**config.mk**
```make
export PLATFORM = sky130hd
export DESIGN_NAME = dshot_frame_encoder_top
export DESIGN_NICKNAME = d
export VERILOG_FILES = /design/src/rtl/core/dfe_pkg.sv /design/src/rtl/core/dshot_frame_encoder_top.sv /design/src/rtl/core/dfe_front.sv /design/src/rtl/core/dfe_queue.sv /design/src/rtl/core/dfe_back.sv
export SDC_FILE = /design/constraint.sdc
export NUM_CORES = 1
export LEC_CHECK = 0
export BUFFER_PORTS_ARGS = -buffer_cell sky130_fd_sc_hd__clkbuf_2
export CAP_MARGIN = 40
export CELL_PAD_IN_SITES_DETAIL_PLACEMENT = 1
export CELL_PAD_IN_SITES_GLOBAL_PLACEMENT = 1
export CORE_UTILIZATION = 28
export DETAILED_ROUTE_END_ITERATION = 10
export GPL_ROUTABILITY_DRIVEN = 0
export GPL_TIMING_DRIVEN = 0
export PLACE_DENSITY = 0.61
export SETUP_SLACK_MARGIN = 0.02
export SYNTH_ARGS = -nofsm -noshare
export SYNTH_HDL_FRONTEND = slang
export SYNTH_HIERARCHICAL = 1
export SYNTH_SLANG_ARGS = --single-unit
```
**constraint.sdc**
```tcl
create_clock -name clk -period 19.36 [get_ports clk]
set_input_delay 5.808 -clock clk [delete_from_list [all_inputs] [get_ports clk]]
set_output_delay 5.808 -clock clk [all_outputs]
set_load 0.05 [all_outputs]
```
**src/rtl/core/dfe_pkg.sv**
```systemverilog
// Shared constants, types and a helper function of the DShot frame encoder.
package dfe_pkg;

	// Frame and slot geometry.
	localparam int BUFFER_SLOTS = 18;
	localparam int FRAME_BITS   = 16;
	localparam int SLOT_W       = $clog2(BUFFER_SLOTS);
	localparam int BIT_IDX_W    = $clog2(FRAME_BITS);
	localparam int CRC_W        = 4;

	// Field widths.
	localparam int VALUE_W    = 11;
	localparam int CMP_W      = 16;
	localparam int FRAC_W     = 16;
	localparam int FRAC_MAG_W = 15;
	localparam int PROD_W     = FRAC_MAG_W + VALUE_W;

	// Q1.14 scaling constants.
	localparam int Q_ONE      = 16384;
	localparam int Q_SHIFT    = 14;
	localparam int ROUND_HALF = 8192;

	// Frame queue between the front and the back.
	localparam int QUEUE_DEPTH = 2;
	localparam int QPTR_W      = (QUEUE_DEPTH > 1) ? $clog2(QUEUE_DEPTH) : 1;
	localparam int QCNT_W      = $clog2(QUEUE_DEPTH + 1);

	// Configuration port.
	localparam int CFG_IDX_W  = 2;
	localparam int CFG_DATA_W = 16;

	localparam logic [VALUE_W-1:0] RESET_MIN_THROTTLE = VALUE_W'(48);
	localparam logic [VALUE_W-1:0] RESET_MAX_THROTTLE = VALUE_W'(2047);

	// Register indexes of the configuration port.
	typedef enum logic [CFG_IDX_W-1:0] {
		REG_CMP_ZERO = 2'd0,
		REG_CMP_ONE  = 2'd1,
		REG_MIN_THR  = 2'd2,
		REG_MAX_THR  = 2'd3
	} cfg_reg_t;

	// Request kinds.
	localparam logic REQ_THROTTLE = 1'b0;
	localparam logic REQ_RAW      = 1'b1;

	typedef logic [FRAME_BITS-1:0] frame_t;

	// Queue status seen by the front and the back.
	typedef struct packed {
		logic full;
		logic head_valid;
	} q_status_t;

	// Value bits, a zero bit, then the XOR of the nibbles of value << 1.
	function automatic frame_t build_frame(input logic [VALUE_W-1:0] value);
		logic [VALUE_W:0] packet;
		logic [CRC_W-1:0] crc;
		packet = {value, 1'b0};
		crc    = packet[3:0] ^ packet[7:4] ^ packet[11:8];
		return {value, 1'b0, crc};
	endfunction

endpackage

```
**src/rtl/core/dshot_frame_encoder_top.sv**
```systemverilog
// Top level of the DShot frame encoder: configuration registers and wiring.
//
// Usage: each request on the input channel (in_valid / in_stall) yields one
// DShot frame as BUFFER_SLOTS timer compare values on the output channel
// (out_valid / out_stall): sixteen frame bits MSB first, then zero-valued
// pause slots, with last_slot high on the final slot of the frame.
// A throttle request scales a Q1.14 fraction onto [min_throttle, max_throttle];
// a raw request sends its 11-bit value as is.
// Path: an accepted request passes the two front stages, the frame queue and
// the output register before its first slot appears.
// Throughput: one slot per cycle while out_stall is low; BUFFER_SLOTS slots per
// request (18 by default), set by the back end's slot sequencer. A two-entry
// frame queue lets the front take new requests while the back is still sending.
// The user must write configuration via cfg_we/cfg_index/cfg_data only while idle (not enforced).
// Reset: compare values clear to zero, min_throttle to 48, max_throttle to
// 2047, and the pipeline, queue and slot counter are emptied.
// When the receiver stalls, the current slot is held on the outputs, the
// queue fills, and then in_stall rises until slots drain again.
module dshot_frame_encoder_top import dfe_pkg::*; (
	input  logic                     clk,
	input  logic                     arst_n,
	input  logic                     in_valid,
	output logic                     in_stall,
	input  logic                     req_type,
	input  logic signed [FRAC_W-1:0] throttle_fraction,
	input  logic [VALUE_W-1:0]       raw_value,
	output logic                     out_valid,
	input  logic                     out_stall,
	output logic [CMP_W-1:0]         compare_value,
	output logic                     last_slot,
	input  logic                     cfg_we,
	input  logic [CFG_IDX_W-1:0]     cfg_index,
	input  logic [CFG_DATA_W-1:0]    cfg_data
);

	logic [CMP_W-1:0]   compare_for_zero_q;
	logic [CMP_W-1:0]   compare_for_one_q;
	logic [VALUE_W-1:0] min_throttle_q;
	logic [VALUE_W-1:0] max_throttle_q;

	q_status_t          q_status;
	logic               push;
	logic               pop;
	frame_t             push_frame;
	frame_t             head_frame;

	// Configuration registers.
	always_ff @(posedge clk or negedge arst_n) begin
		if (!arst_n) begin
			compare_for_zero_q <= '0;
			compare_for_one_q  <= '0;
			min_throttle_q     <= RESET_MIN_THROTTLE;
			max_throttle_q     <= RESET_MAX_THROTTLE;
		end else if (cfg_we) begin
			case (cfg_reg_t'(cfg_index))
				REG_CMP_ZERO: compare_for_zero_q <= cfg_data[CMP_W-1:0];
				REG_CMP_ONE:  compare_for_one_q  <= cfg_data[CMP_W-1:0];
				REG_MIN_THR:  min_throttle_q     <= cfg_data[VALUE_W-1:0];
				REG_MAX_THR:  max_throttle_q     <= cfg_data[VALUE_W-1:0];
				default: begin
				end
			endcase
		end
	end

	dfe_front u_front (
		.clk               (clk),
		.arst_n            (arst_n),
		.in_valid          (in_valid),
		.in_stall          (in_stall),
		.req_type          (req_type),
		.throttle_fraction (throttle_fraction),
		.raw_value         (raw_value),
		.min_throttle      (min_throttle_q),
		.max_throttle      (max_throttle_q),
		.q_status          (q_status),
		.push              (push),
		.push_frame        (push_frame)
	);

	dfe_queue u_queue (
		.clk        (clk),
		.arst_n     (arst_n),
		.push       (push),
		.push_frame (push_frame),
		.pop        (pop),
		.head_frame (head_frame),
		.q_status   (q_status)
	);

	dfe_back u_back (
		.clk              (clk),
		.arst_n           (arst_n),
		.q_status         (q_status),
		.head_frame       (head_frame),
		.pop              (pop),
		.compare_for_zero (compare_for_zero_q),
		.compare_for_one  (compare_for_one_q),
		.out_valid        (out_valid),
		.out_stall        (out_stall),
		.compare_value    (compare_value),
		.last_slot        (last_slot)
	);

endmodule

```
**src/rtl/core/dfe_front.sv**
```systemverilog
// Front end: accepts requests, scales throttle fractions and builds frames.
module dfe_front import dfe_pkg::*; (
	input  logic                      clk,
	input  logic                      arst_n,
	input  logic                      in_valid,
	output logic                      in_stall,
	input  logic                      req_type,
	input  logic signed [FRAC_W-1:0]  throttle_fraction,
	input  logic [VALUE_W-1:0]        raw_value,
	input  logic [VALUE_W-1:0]        min_throttle,
	input  logic [VALUE_W-1:0]        max_throttle,
	input  q_status_t                 q_status,
	output logic                      push,
	output frame_t                    push_frame
);

	logic                  s1_valid_q;
	logic                  s2_valid_q;
	logic                  s1_move;
	logic                  s2_move;
	logic                  accept;

	logic                  req_type_s1;
	logic [VALUE_W-1:0]    raw_s1;
	logic [FRAC_MAG_W-1:0] frac_s1;

	logic                  req_type_s2;
	logic [VALUE_W-1:0]    raw_s2;
	logic                  d_neg_s2;
	logic [PROD_W-1:0]     prod_s2;

	logic [FRAC_MAG_W-1:0] frac_clamped;
	logic [VALUE_W:0]      diff;
	logic                  d_neg;
	logic [VALUE_W-1:0]    d_abs;
	logic [PROD_W-1:0]     rounded;
	logic [VALUE_W-1:0]    q_val;
	logic [VALUE_W-1:0]    value;

	// Pipeline flow control.
	assign s2_move  = s2_valid_q && !q_status.full;
	assign s1_move  = s1_valid_q && (!s2_valid_q || s2_move);
	assign in_stall = s1_valid_q && !(!s2_valid_q || s2_move);
	assign accept   = in_valid && !in_stall;

	// Clamp the Q1.14 fraction to the range zero to one.
	always_comb begin
		if (throttle_fraction[FRAC_W-1]) begin
			frac_clamped = '0;
		end else if (throttle_fraction > FRAC_W'(Q_ONE)) begin
			frac_clamped = FRAC_MAG_W'(Q_ONE);
		end else begin
			frac_clamped = throttle_fraction[FRAC_MAG_W-1:0];
		end
	end

	// Span between the throttle limits, as sign and magnitude.
	assign diff  = {1'b0, max_throttle} - {1'b0, min_throttle};
	assign d_neg = diff[VALUE_W];
	assign d_abs = d_neg ? VALUE_W'(-diff) : diff[VALUE_W-1:0];

	// Valid bits of the two stages.
	always_ff @(posedge clk or negedge arst_n) begin
		if (!arst_n) begin
			s1_valid_q <= 1'b0;
			s2_valid_q <= 1'b0;
		end else begin
			s1_valid_q <= accept || (s1_valid_q && !s1_move);
			s2_valid_q <= s1_move || (s2_valid_q && !s2_move);
		end
	end

	// Stage one: capture the request with the clamped fraction.
	always_ff @(posedge clk) begin
		if (accept) begin
			req_type_s1 <= req_type;
			raw_s1      <= raw_value;
			frac_s1     <= frac_clamped;
		end
	end

	// Stage two: product of the fraction and the span magnitude.
	always_ff @(posedge clk) begin
		if (s1_move) begin
			req_type_s2 <= req_type_s1;
			raw_s2      <= raw_s1;
			d_neg_s2    <= d_neg;
			prod_s2     <= PROD_W'(frac_s1) * PROD_W'(d_abs);
		end
	end

	// Round half up, apply the sign and wrap onto eleven bits.
	assign rounded = prod_s2 + PROD_W'(ROUND_HALF);
	assign q_val   = rounded[Q_SHIFT +: VALUE_W];

	always_comb begin
		if (req_type_s2 == REQ_RAW) begin
			value = raw_s2;
		end else if (d_neg_s2) begin
			value = min_throttle - q_val;
		end else begin
			value = min_throttle + q_val;
		end
	end

	assign push       = s2_move;
	assign push_frame = build_frame(value);

	// Stage two must hold its item while the queue is full.
	a_s2_holds: assert property (@(posedge clk) disable iff (!arst_n)
		s2_valid_q && q_status.full |=> s2_valid_q)
		else $error("front stage two dropped an item while the queue was full");

endmodule

```
**src/rtl/core/dfe_queue.sv**
```systemverilog
// Short frame queue between the front end and the slot sequencer.
module dfe_queue import dfe_pkg::*; (
	input  logic      clk,
	input  logic      arst_n,
	input  logic      push,
	input  frame_t    push_frame,
	input  logic      pop,
	output frame_t    head_frame,
	output q_status_t q_status
);

	frame_t            mem_q [QUEUE_DEPTH];
	logic [QPTR_W-1:0] wr_ptr_q;
	logic [QPTR_W-1:0] rd_ptr_q;
	logic [QCNT_W-1:0] count_q;

	assign q_status.full       = (count_q == QCNT_W'(QUEUE_DEPTH));
	assign q_status.head_valid = (count_q != '0);
	assign head_frame          = mem_q[rd_ptr_q];

	// Frame storage.
	always_ff @(posedge clk) begin
		if (push) begin
			mem_q[wr_ptr_q] <= push_frame;
		end
	end

	// Pointers and fill count.
	always_ff @(posedge clk or negedge arst_n) begin
		if (!arst_n) begin
			wr_ptr_q <= '0;
			rd_ptr_q <= '0;
			count_q  <= '0;
		end else begin
			if (push) begin
				wr_ptr_q <= (wr_ptr_q == QPTR_W'(QUEUE_DEPTH - 1)) ? '0 : wr_ptr_q + 1'b1;
			end
			if (pop) begin
				rd_ptr_q <= (rd_ptr_q == QPTR_W'(QUEUE_DEPTH - 1)) ? '0 : rd_ptr_q + 1'b1;
			end
			if (push && !pop) begin
				count_q <= count_q + 1'b1;
			end else if (pop && !push) begin
				count_q <= count_q - 1'b1;
			end
		end
	end

	a_no_overflow: assert property (@(posedge clk) disable iff (!arst_n)
		push |-> !q_status.full)
		else $error("frame queue written while full");

	a_no_underflow: assert property (@(posedge clk) disable iff (!arst_n)
		pop |-> q_status.head_valid)
		else $error("frame queue read while empty");

endmodule

```
**src/rtl/core/dfe_back.sv**
```systemverilog
// Back end: walks the slots of the head frame and drives the output register.
module dfe_back import dfe_pkg::*; (
	input  logic             clk,
	input  logic             arst_n,
	input  q_status_t        q_status,
	input  frame_t           head_frame,
	output logic             pop,
	input  logic [CMP_W-1:0] compare_for_zero,
	input  logic [CMP_W-1:0] compare_for_one,
	output logic             out_valid,
	input  logic             out_stall,
	output logic [CMP_W-1:0] compare_value,
	output logic             last_slot
);

	logic [SLOT_W-1:0]    slot_q;
	logic                 out_valid_q;
	logic [CMP_W-1:0]     compare_value_q;
	logic                 last_slot_q;

	logic                 out_load;
	logic                 is_last;
	logic                 is_frame_bit;
	logic [BIT_IDX_W-1:0] bit_idx;
	logic [CMP_W-1:0]     slot_cmp;

	// A slot is produced whenever a frame is queued and the output register is free or drains.
	assign out_load = q_status.head_valid && (!out_valid_q || !out_stall);
	assign is_last  = (slot_q == SLOT_W'(BUFFER_SLOTS - 1));
	assign pop      = out_load && is_last;

	// Frame bits go out MSB first; pause slots carry zero.
	assign is_frame_bit = ({1'b0, slot_q} < (SLOT_W + 1)'(FRAME_BITS));
	assign bit_idx      = BIT_IDX_W'(FRAME_BITS - 1) - slot_q[BIT_IDX_W-1:0];

	always_comb begin
		if (!is_frame_bit) begin
			slot_cmp = '0;
		end else if (head_frame[bit_idx]) begin
			slot_cmp = compare_for_one;
		end else begin
			slot_cmp = compare_for_zero;
		end
	end

	// Slot counter and output valid.
	always_ff @(posedge clk or negedge arst_n) begin
		if (!arst_n) begin
			slot_q      <= '0;
			out_valid_q <= 1'b0;
		end else begin
			out_valid_q <= out_load || (out_valid_q && out_stall);
			if (out_load) begin
				slot_q <= is_last ? '0 : slot_q + 1'b1;
			end
		end
	end

	// Output payload.
	always_ff @(posedge clk) begin
		if (out_load) begin
			compare_value_q <= slot_cmp;
			last_slot_q     <= is_last;
		end
	end

	assign out_valid     = out_valid_q;
	assign compare_value = compare_value_q;
	assign last_slot     = last_slot_q;

	a_slot_range: assert property (@(posedge clk) disable iff (!arst_n)
		slot_q <= SLOT_W'(BUFFER_SLOTS - 1))
		else $error("slot counter beyond the buffer");

	a_slot_wrap: assert property (@(posedge clk) disable iff (!arst_n)
		out_load && is_last |=> slot_q == '0 && out_valid_q && last_slot_q)
		else $error("last slot did not end the frame");

endmodule
```
**Yosys cells after proc, flatten, opt, wreduce, memory -nomap -nowiden**

Memory sizes are Yosys's and may differ from the RTL's.
Index checks and enable logic that the tools add are counted.

- Add/sub/neg operators: 11
- $mul: 1
- Order comparisons: 3
- Eq/ne operators: 5
- Muxes and demuxes: 14
- Bitwise gates (word level): 2
- Reduce and logical (&&, ||, !) cells: 33

Operators with widths:

| cell | number |
|---|---|
| $mux W11 | 3 |
| $add A25 B14 Y25 const B | 1 |
| $mul A15 B11 Y25 | 1 |
| $gt A16 B16 Y1 const B | 1 |
| $mux W16 | 1 |
| $mux W15 | 1 |
| $sub A11 B11 Y12 | 1 |
| $add A11 B11 Y11 | 1 |
| $logic_and A1 B1 Y1 | 11 |
| $neg A11 Y11 | 1 |
| $sub A11 B11 Y11 | 1 |
| $logic_not A1 Y1 | 9 |
| $reduce_and A2 Y1 | 4 |
| $xor A4 B4 Y4 | 2 |
| $eq A2 B2 Y1 const B | 3 |
| $add A5 B1 Y5 const B | 1 |
| $eq A5 B5 Y1 const B | 1 |
| $logic_or A1 B1 Y1 | 5 |
| $lt A4 B5 Y1 const B | 1 |
| $lt A5 B5 Y1 const B | 1 |
| $mux W1 | 5 |
| $mux W5 | 1 |
| $bmux W1 S4 | 1 |
| $mux W2 | 2 |
| other kinds (8) | 10 |

- Register bits after elaboration: 148
- RAM bits: 30
- Output and inout port bits: 19
- Logic and storage cells: 91
- Memories kept: 1

Memory list:

| memory | words | width | read ports | clocked after Yosys merged registers in | write ports | RTL line | RTL |
|---|---|---|---|---|---|---|---|
| u_queue.mem_q | 2 | 15 | 1 | 0 | 1 | dfe_queue.sv:12 | `frame_t mem_q [QUEUE_DEPTH];` |

**Logic depth before layout (Yosys ltp)**

- Depth in word-level cells: 9
- Mapped depth: 32
- Mapped depth without buffers: 31

**By module**

Netlist, hierarchy kept.

Modules (own cells, without submodules):

| module | times used | cells each | area each (um^2) |
|---|---|---|---|
| dfe_front | 1 | 883 | 8,455.6 |
| dshot_frame_encoder_top | 1 | 116 | 2,053.2 |
| dfe_queue | 1 | 66 | 1,395.1 |
| dfe_back | 1 | 90 | 1,213.7 |

**Worst setup path before layout**

Ideal clock, no wire load.

- Path kind: register to register
- Start: register max_throttle_q[0]
- End: register u_front.prod_s2[24] (data pin)
- Arrival time: 7.530 ns
- Data required time: 19.092 ns
- Setup slack: 11.563 ns
- Stages on the path, launching flop included: 32
- Path buffers: 1
- Period minus slack after synthesis: 7.797 ns
- Cells stage by stage: dfstp_2 -> inv_1 -> ha_1 -> inv_1 -> fa_1 -> a21o_1 -> a221oi_1 -> xnor2_1 -> a2111oi_2 -> o211ai_1 -> o31ai_1 -> xnor2_1 -> clkbuf_1 -> and2_1 -> fa_1 -> inv_1 -> fa_1 -> fa_1 -> inv_1 -> fa_1 -> inv_1 -> fa_1 -> inv_1 -> ha_1 -> a21o_1 -> a21o_1 -> a21oi_1 -> a21boi_0 -> a2111oi_4 -> nor2_1 -> o41ai_2 -> xnor3_1

- Cells in the longest elaborated chain, start to end: 4

Ends and longest elaborated chain:

| item | RTL line | RTL |
|---|---|---|
| start, declared | dshot_frame_encoder_top.sv:39 | `logic [VALUE_W-1:0] max_throttle_q;` |
| start signal, assigned | dshot_frame_encoder_top.sv:59 | `REG_MAX_THR: max_throttle_q <= cfg_data[VALUE_W-1:0];` |
| $sub A11 B11 Y12 * | dfe_front.sv:58 | `assign diff = {1'b0, max_throttle} - {1'b0, min_throttle};` |
| $neg A11 Y11 | dfe_front.sv:60 | `assign d_abs = d_neg ? VALUE_W'(-diff) : diff[VALUE_W-1:0];` |
| $mux W11 * | dfe_front.sv:60 |  |
| $mul A15 B11 Y25 * | dfe_front.sv:88 | `prod_s2 <= PROD_W'(frac_s1) * PROD_W'(d_abs);` |
| end signal, assigned | dfe_front.sv:88 |  |
| end, declared | dfe_front.sv:30 | `logic [PROD_W-1:0] prod_s2;` |

Mark *: on every way between the ends. The rest lies on a longest branch, timed or not.
A chain may end at the register's enable or synchronous reset.

**Worst setup path after layout**

- Start: register min_throttle_q[1]
- End: register u_front.prod_s2[24] (data pin)

RTL lines:

| item | RTL line | RTL |
|---|---|---|
| start, declared | dshot_frame_encoder_top.sv:38 | `logic [VALUE_W-1:0] min_throttle_q;` |
| start signal, assigned | dshot_frame_encoder_top.sv:58 | `REG_MIN_THR: min_throttle_q <= cfg_data[VALUE_W-1:0];` |
| $sub A11 B11 Y12 | dfe_front.sv:58 |  |
| net u_front.diff[11] | dfe_front.sv:33 | `logic [VALUE_W:0] diff;` |
| $mux W11 | dfe_front.sv:60 |  |
| $mul A15 B11 Y25 | dfe_front.sv:88 |  |

The timed path passes the listed nets, and every way through them passes these cells.

==> results.md <==
* Final Cycle Share at 46.8%
* Register area share after synthesis at 35.8%
* Initial antenna violation count at 0
* Fraction of layout cells with a size suffix above 1 at 17.2%
* CTS Buffer Depth at 2
* Final Hold Fails at 0
* WHS Path Cells at 0
* Number of buffers created by CTS at 17
* Synth async-reset ratio at 39.5%
* CTS tree: built
* Number of port buffers at 69
* Root buf cell: clkbuf_16
* Post-synth EDFFs at about 100
* First-pass GRT wire length at 50,600 µm
* Layout area overhead at 13.6%
* Synthesis-stage register bit count at 167
* TNS Setup at 0 ps
* Die H at ~220 µm
* Setup bufs post-CTS at 0
* Area leader, netlist: edfxtp_1
* CTS Hold Bufs at 0
* Post-layout min period at 9060 ps
* GRT Total Usage at 13.8%
* Multi-input gate area at 7570 µm²
* Core area at 45,800 µm²
* Syn. warnings at 6
* Outcome: finished clean
* Ys flop type: edfxtp_1
* DRC at 0
* Final Max Slew Viols at 0
* Largest stage delay, worst path at 650 ps
* Yosys top cell area share at around 23%
* Net count of the mapped netlist at 1,407
* Yosys cell types at 70
* Worst min-delay path class: register to register
* Measured slew at the worst slew-check pin at 868 ps
* Detail Placement HPWL at 24,500 µm
* Syn_area_per_cell at 11.4 µm²
* DRT Pass-1 Iters at 4
* First DRT Iteration DRCs at 382
* Site Rows at 78
* WL per Instance at approximately 17 µm
* Ranking of synthesized cells by area: edfxtp_1, fa_1, dfrtp_1
* Worst r2r path cells at 28
* Setup Viol. Count Final at 0
* Slew headroom at about two fifths
* Slowest-stage cell, CP: xnor2_1
* H-tree level count at 4
* Total congestion overflow at 0
* Startpoint types: register
* Top Ports at 70
* Reg area at 4700 µm²
* Clk sinks at 167
* Crit Path Max Fanout at 10
* Final WL at 30,800 µm
* Peak Freq at 0.110 GHz
* Fill cells at about 5,100
* Initial Util at 28.7%
* Resized Gates After CTS at 0
* Layout Skew at approximately 16 ps
* Number of global-route vias before repair at 9,291
* Die X at 218 µm
* Die ar. at 47,700 µm²
* Req. time, crit path at about 20,000 ps
* Worst EP arrival at 9250 ps
* Worst-path clk slew at ~90 ps
* Vias at 8,411
* Endpoint class of the critical path: register
* Largest net degree at the start of global routing at 62
* Critical Path Most Common Cell: fa_1
* RSZ-0062 raised after global routing: false
* Crit path kind: register to register
* Top cells by count, synth: inv_1, fa_1, edfxtp_1
* Clk_lat worst skew at 450 ps
* Max Cap Viol at 0
* Nets at 1,500
* Gate Count Post-Synth at roughly 1,200
* Cell area after synthesis at 13,100 µm²
* Drt via density at 4.52
* Most frequent cell after synthesis: inv_1
* Antenna viol nets, final at 0
[critical path: cells and delay by family (launching register included)]
| kind | cells | cell delay (ps) |
|---|---|---|
| AO/OA/AOI/OAI | 9 | 2120 |
| XOR/XNOR | 2 | 1100 |
| adder cells (fa/ha/maj) | 7 | 3140 |
| buffers and inverters | 6 | 1250 |
| flip-flops | 1 | 430 |
| AND/OR/NAND/NOR | 4 | 720 |
[metrics by stage]
step / hold WS, ps / util, % / std cells / setup slack (ps) / area (µm²)
4_1_cts: 427 / 32.5 / 1861 / 10210 / 14900
3_5_place_dp: 407 / 31.2 / 1829 / 10220 / 14300
2_1_floorplan: 400 / - / 1155 / 11560 / 13100
3_3_place_gp: 406 / 31.1 / 1824 / 10300 / 14200
6_report: 422 / 32.6 / 1862 / 10300 / 14900
5_1_grt: 440 / 32.5 / 1861 / 9810 / 14900
[area by class of cell]
type                    instances  share of cell area [%]
well taps                     600                    5.04
clock inverters                14                    1.07
multi-input cells             784                    50.8
plain buffers                  44                    1.70
diodes                          1                  0.0168
inverters                     160                    4.03
flip-flops and latches        167                    31.5
repair buffers                 74                    2.77
clock buffers                  18                    3.02
[state kept, by name (all words and copies together) (netlist names), 12 cells and up]
name,cells
compare_for_one_q,16
compare_for_zero_q,16
u_back/compare_value,16
u_front/frac_s1,15
u_front/prod_s2,12
u_queue/mem_q,32
[path summary, 6_finish.rpt]
path                                    from                   to  slack, ps
hold / removal             u_front/raw_s1[0]    u_front/raw_s2[0]        420
hold reg to reg            u_front/raw_s1[0]    u_front/raw_s2[0]        420
setup reg to reg           min_throttle_q[1]  u_front/prod_s2[24]      10300
max in group asynchronous             arst_n    min_throttle_q[4]      13600
min in group asynchronous             arst_n     u_back/slot_q[3]       5200
setup / recovery           min_throttle_q[1]  u_front/prod_s2[24]      10300
[routing by layer]
| layer | global-route usage, % | part of all wire (%) | vias up |
|---|---|---|---|
| met5 | 0 | 0 | - |
| met4 | 3.45 | 1.3 | 0 |
| met3 | 2.31 | 3.1 | 29 |
| li1 | - | - | 3997 |
| met2 | 23.7 | 49 | 110 |
| met1 | 17.9 | 47 | 4275 |
[kinds of logic (layout without fill, tap and decap cells)]
logic type	count (synthesis)	after routing	synth area share (%)
fa+ha+maj	201	201	25.8
simple gates	331	331	13.6
compound gates	91	91	5.02
flops	167	167	35.8
xor+xnor	67	67	4.58
mux	93	93	8.65
buf+inv	204	310	6.51
other cells	1	2	0.0286
[cells in the final DEF (no fill, tap or decap), types with 4 or more instances in the layout]
master	count
nor2b_1	61
dfstp_2	13
xnor2_1	37
fa_1	116
o31ai_1	8
edfxtp_1	101
a31oi_1	5
nand2_1	78
nand4_1	10
nand2b_1	28
o21ai_0	14
o21a_1	4
ha_1	85
inv_8	5
nand3_1	12
dfrtp_1	53
clkbuf_16	18
and2_1	56
a21o_1	12
and3_1	10
mux2i_1	17
mux2_4	10
xor2_1	29
nor3_1	12
mux2_2	61
buf_6	6
clkbuf_1	31
nor2_1	41
inv_1	158
clkbuf_2	68
a21oi_1	17
mux4_1	4
Power is left out: the tool's default activity adds up to more than one toggle a clock period on the data nets, which glitch-free logic cannot reach.
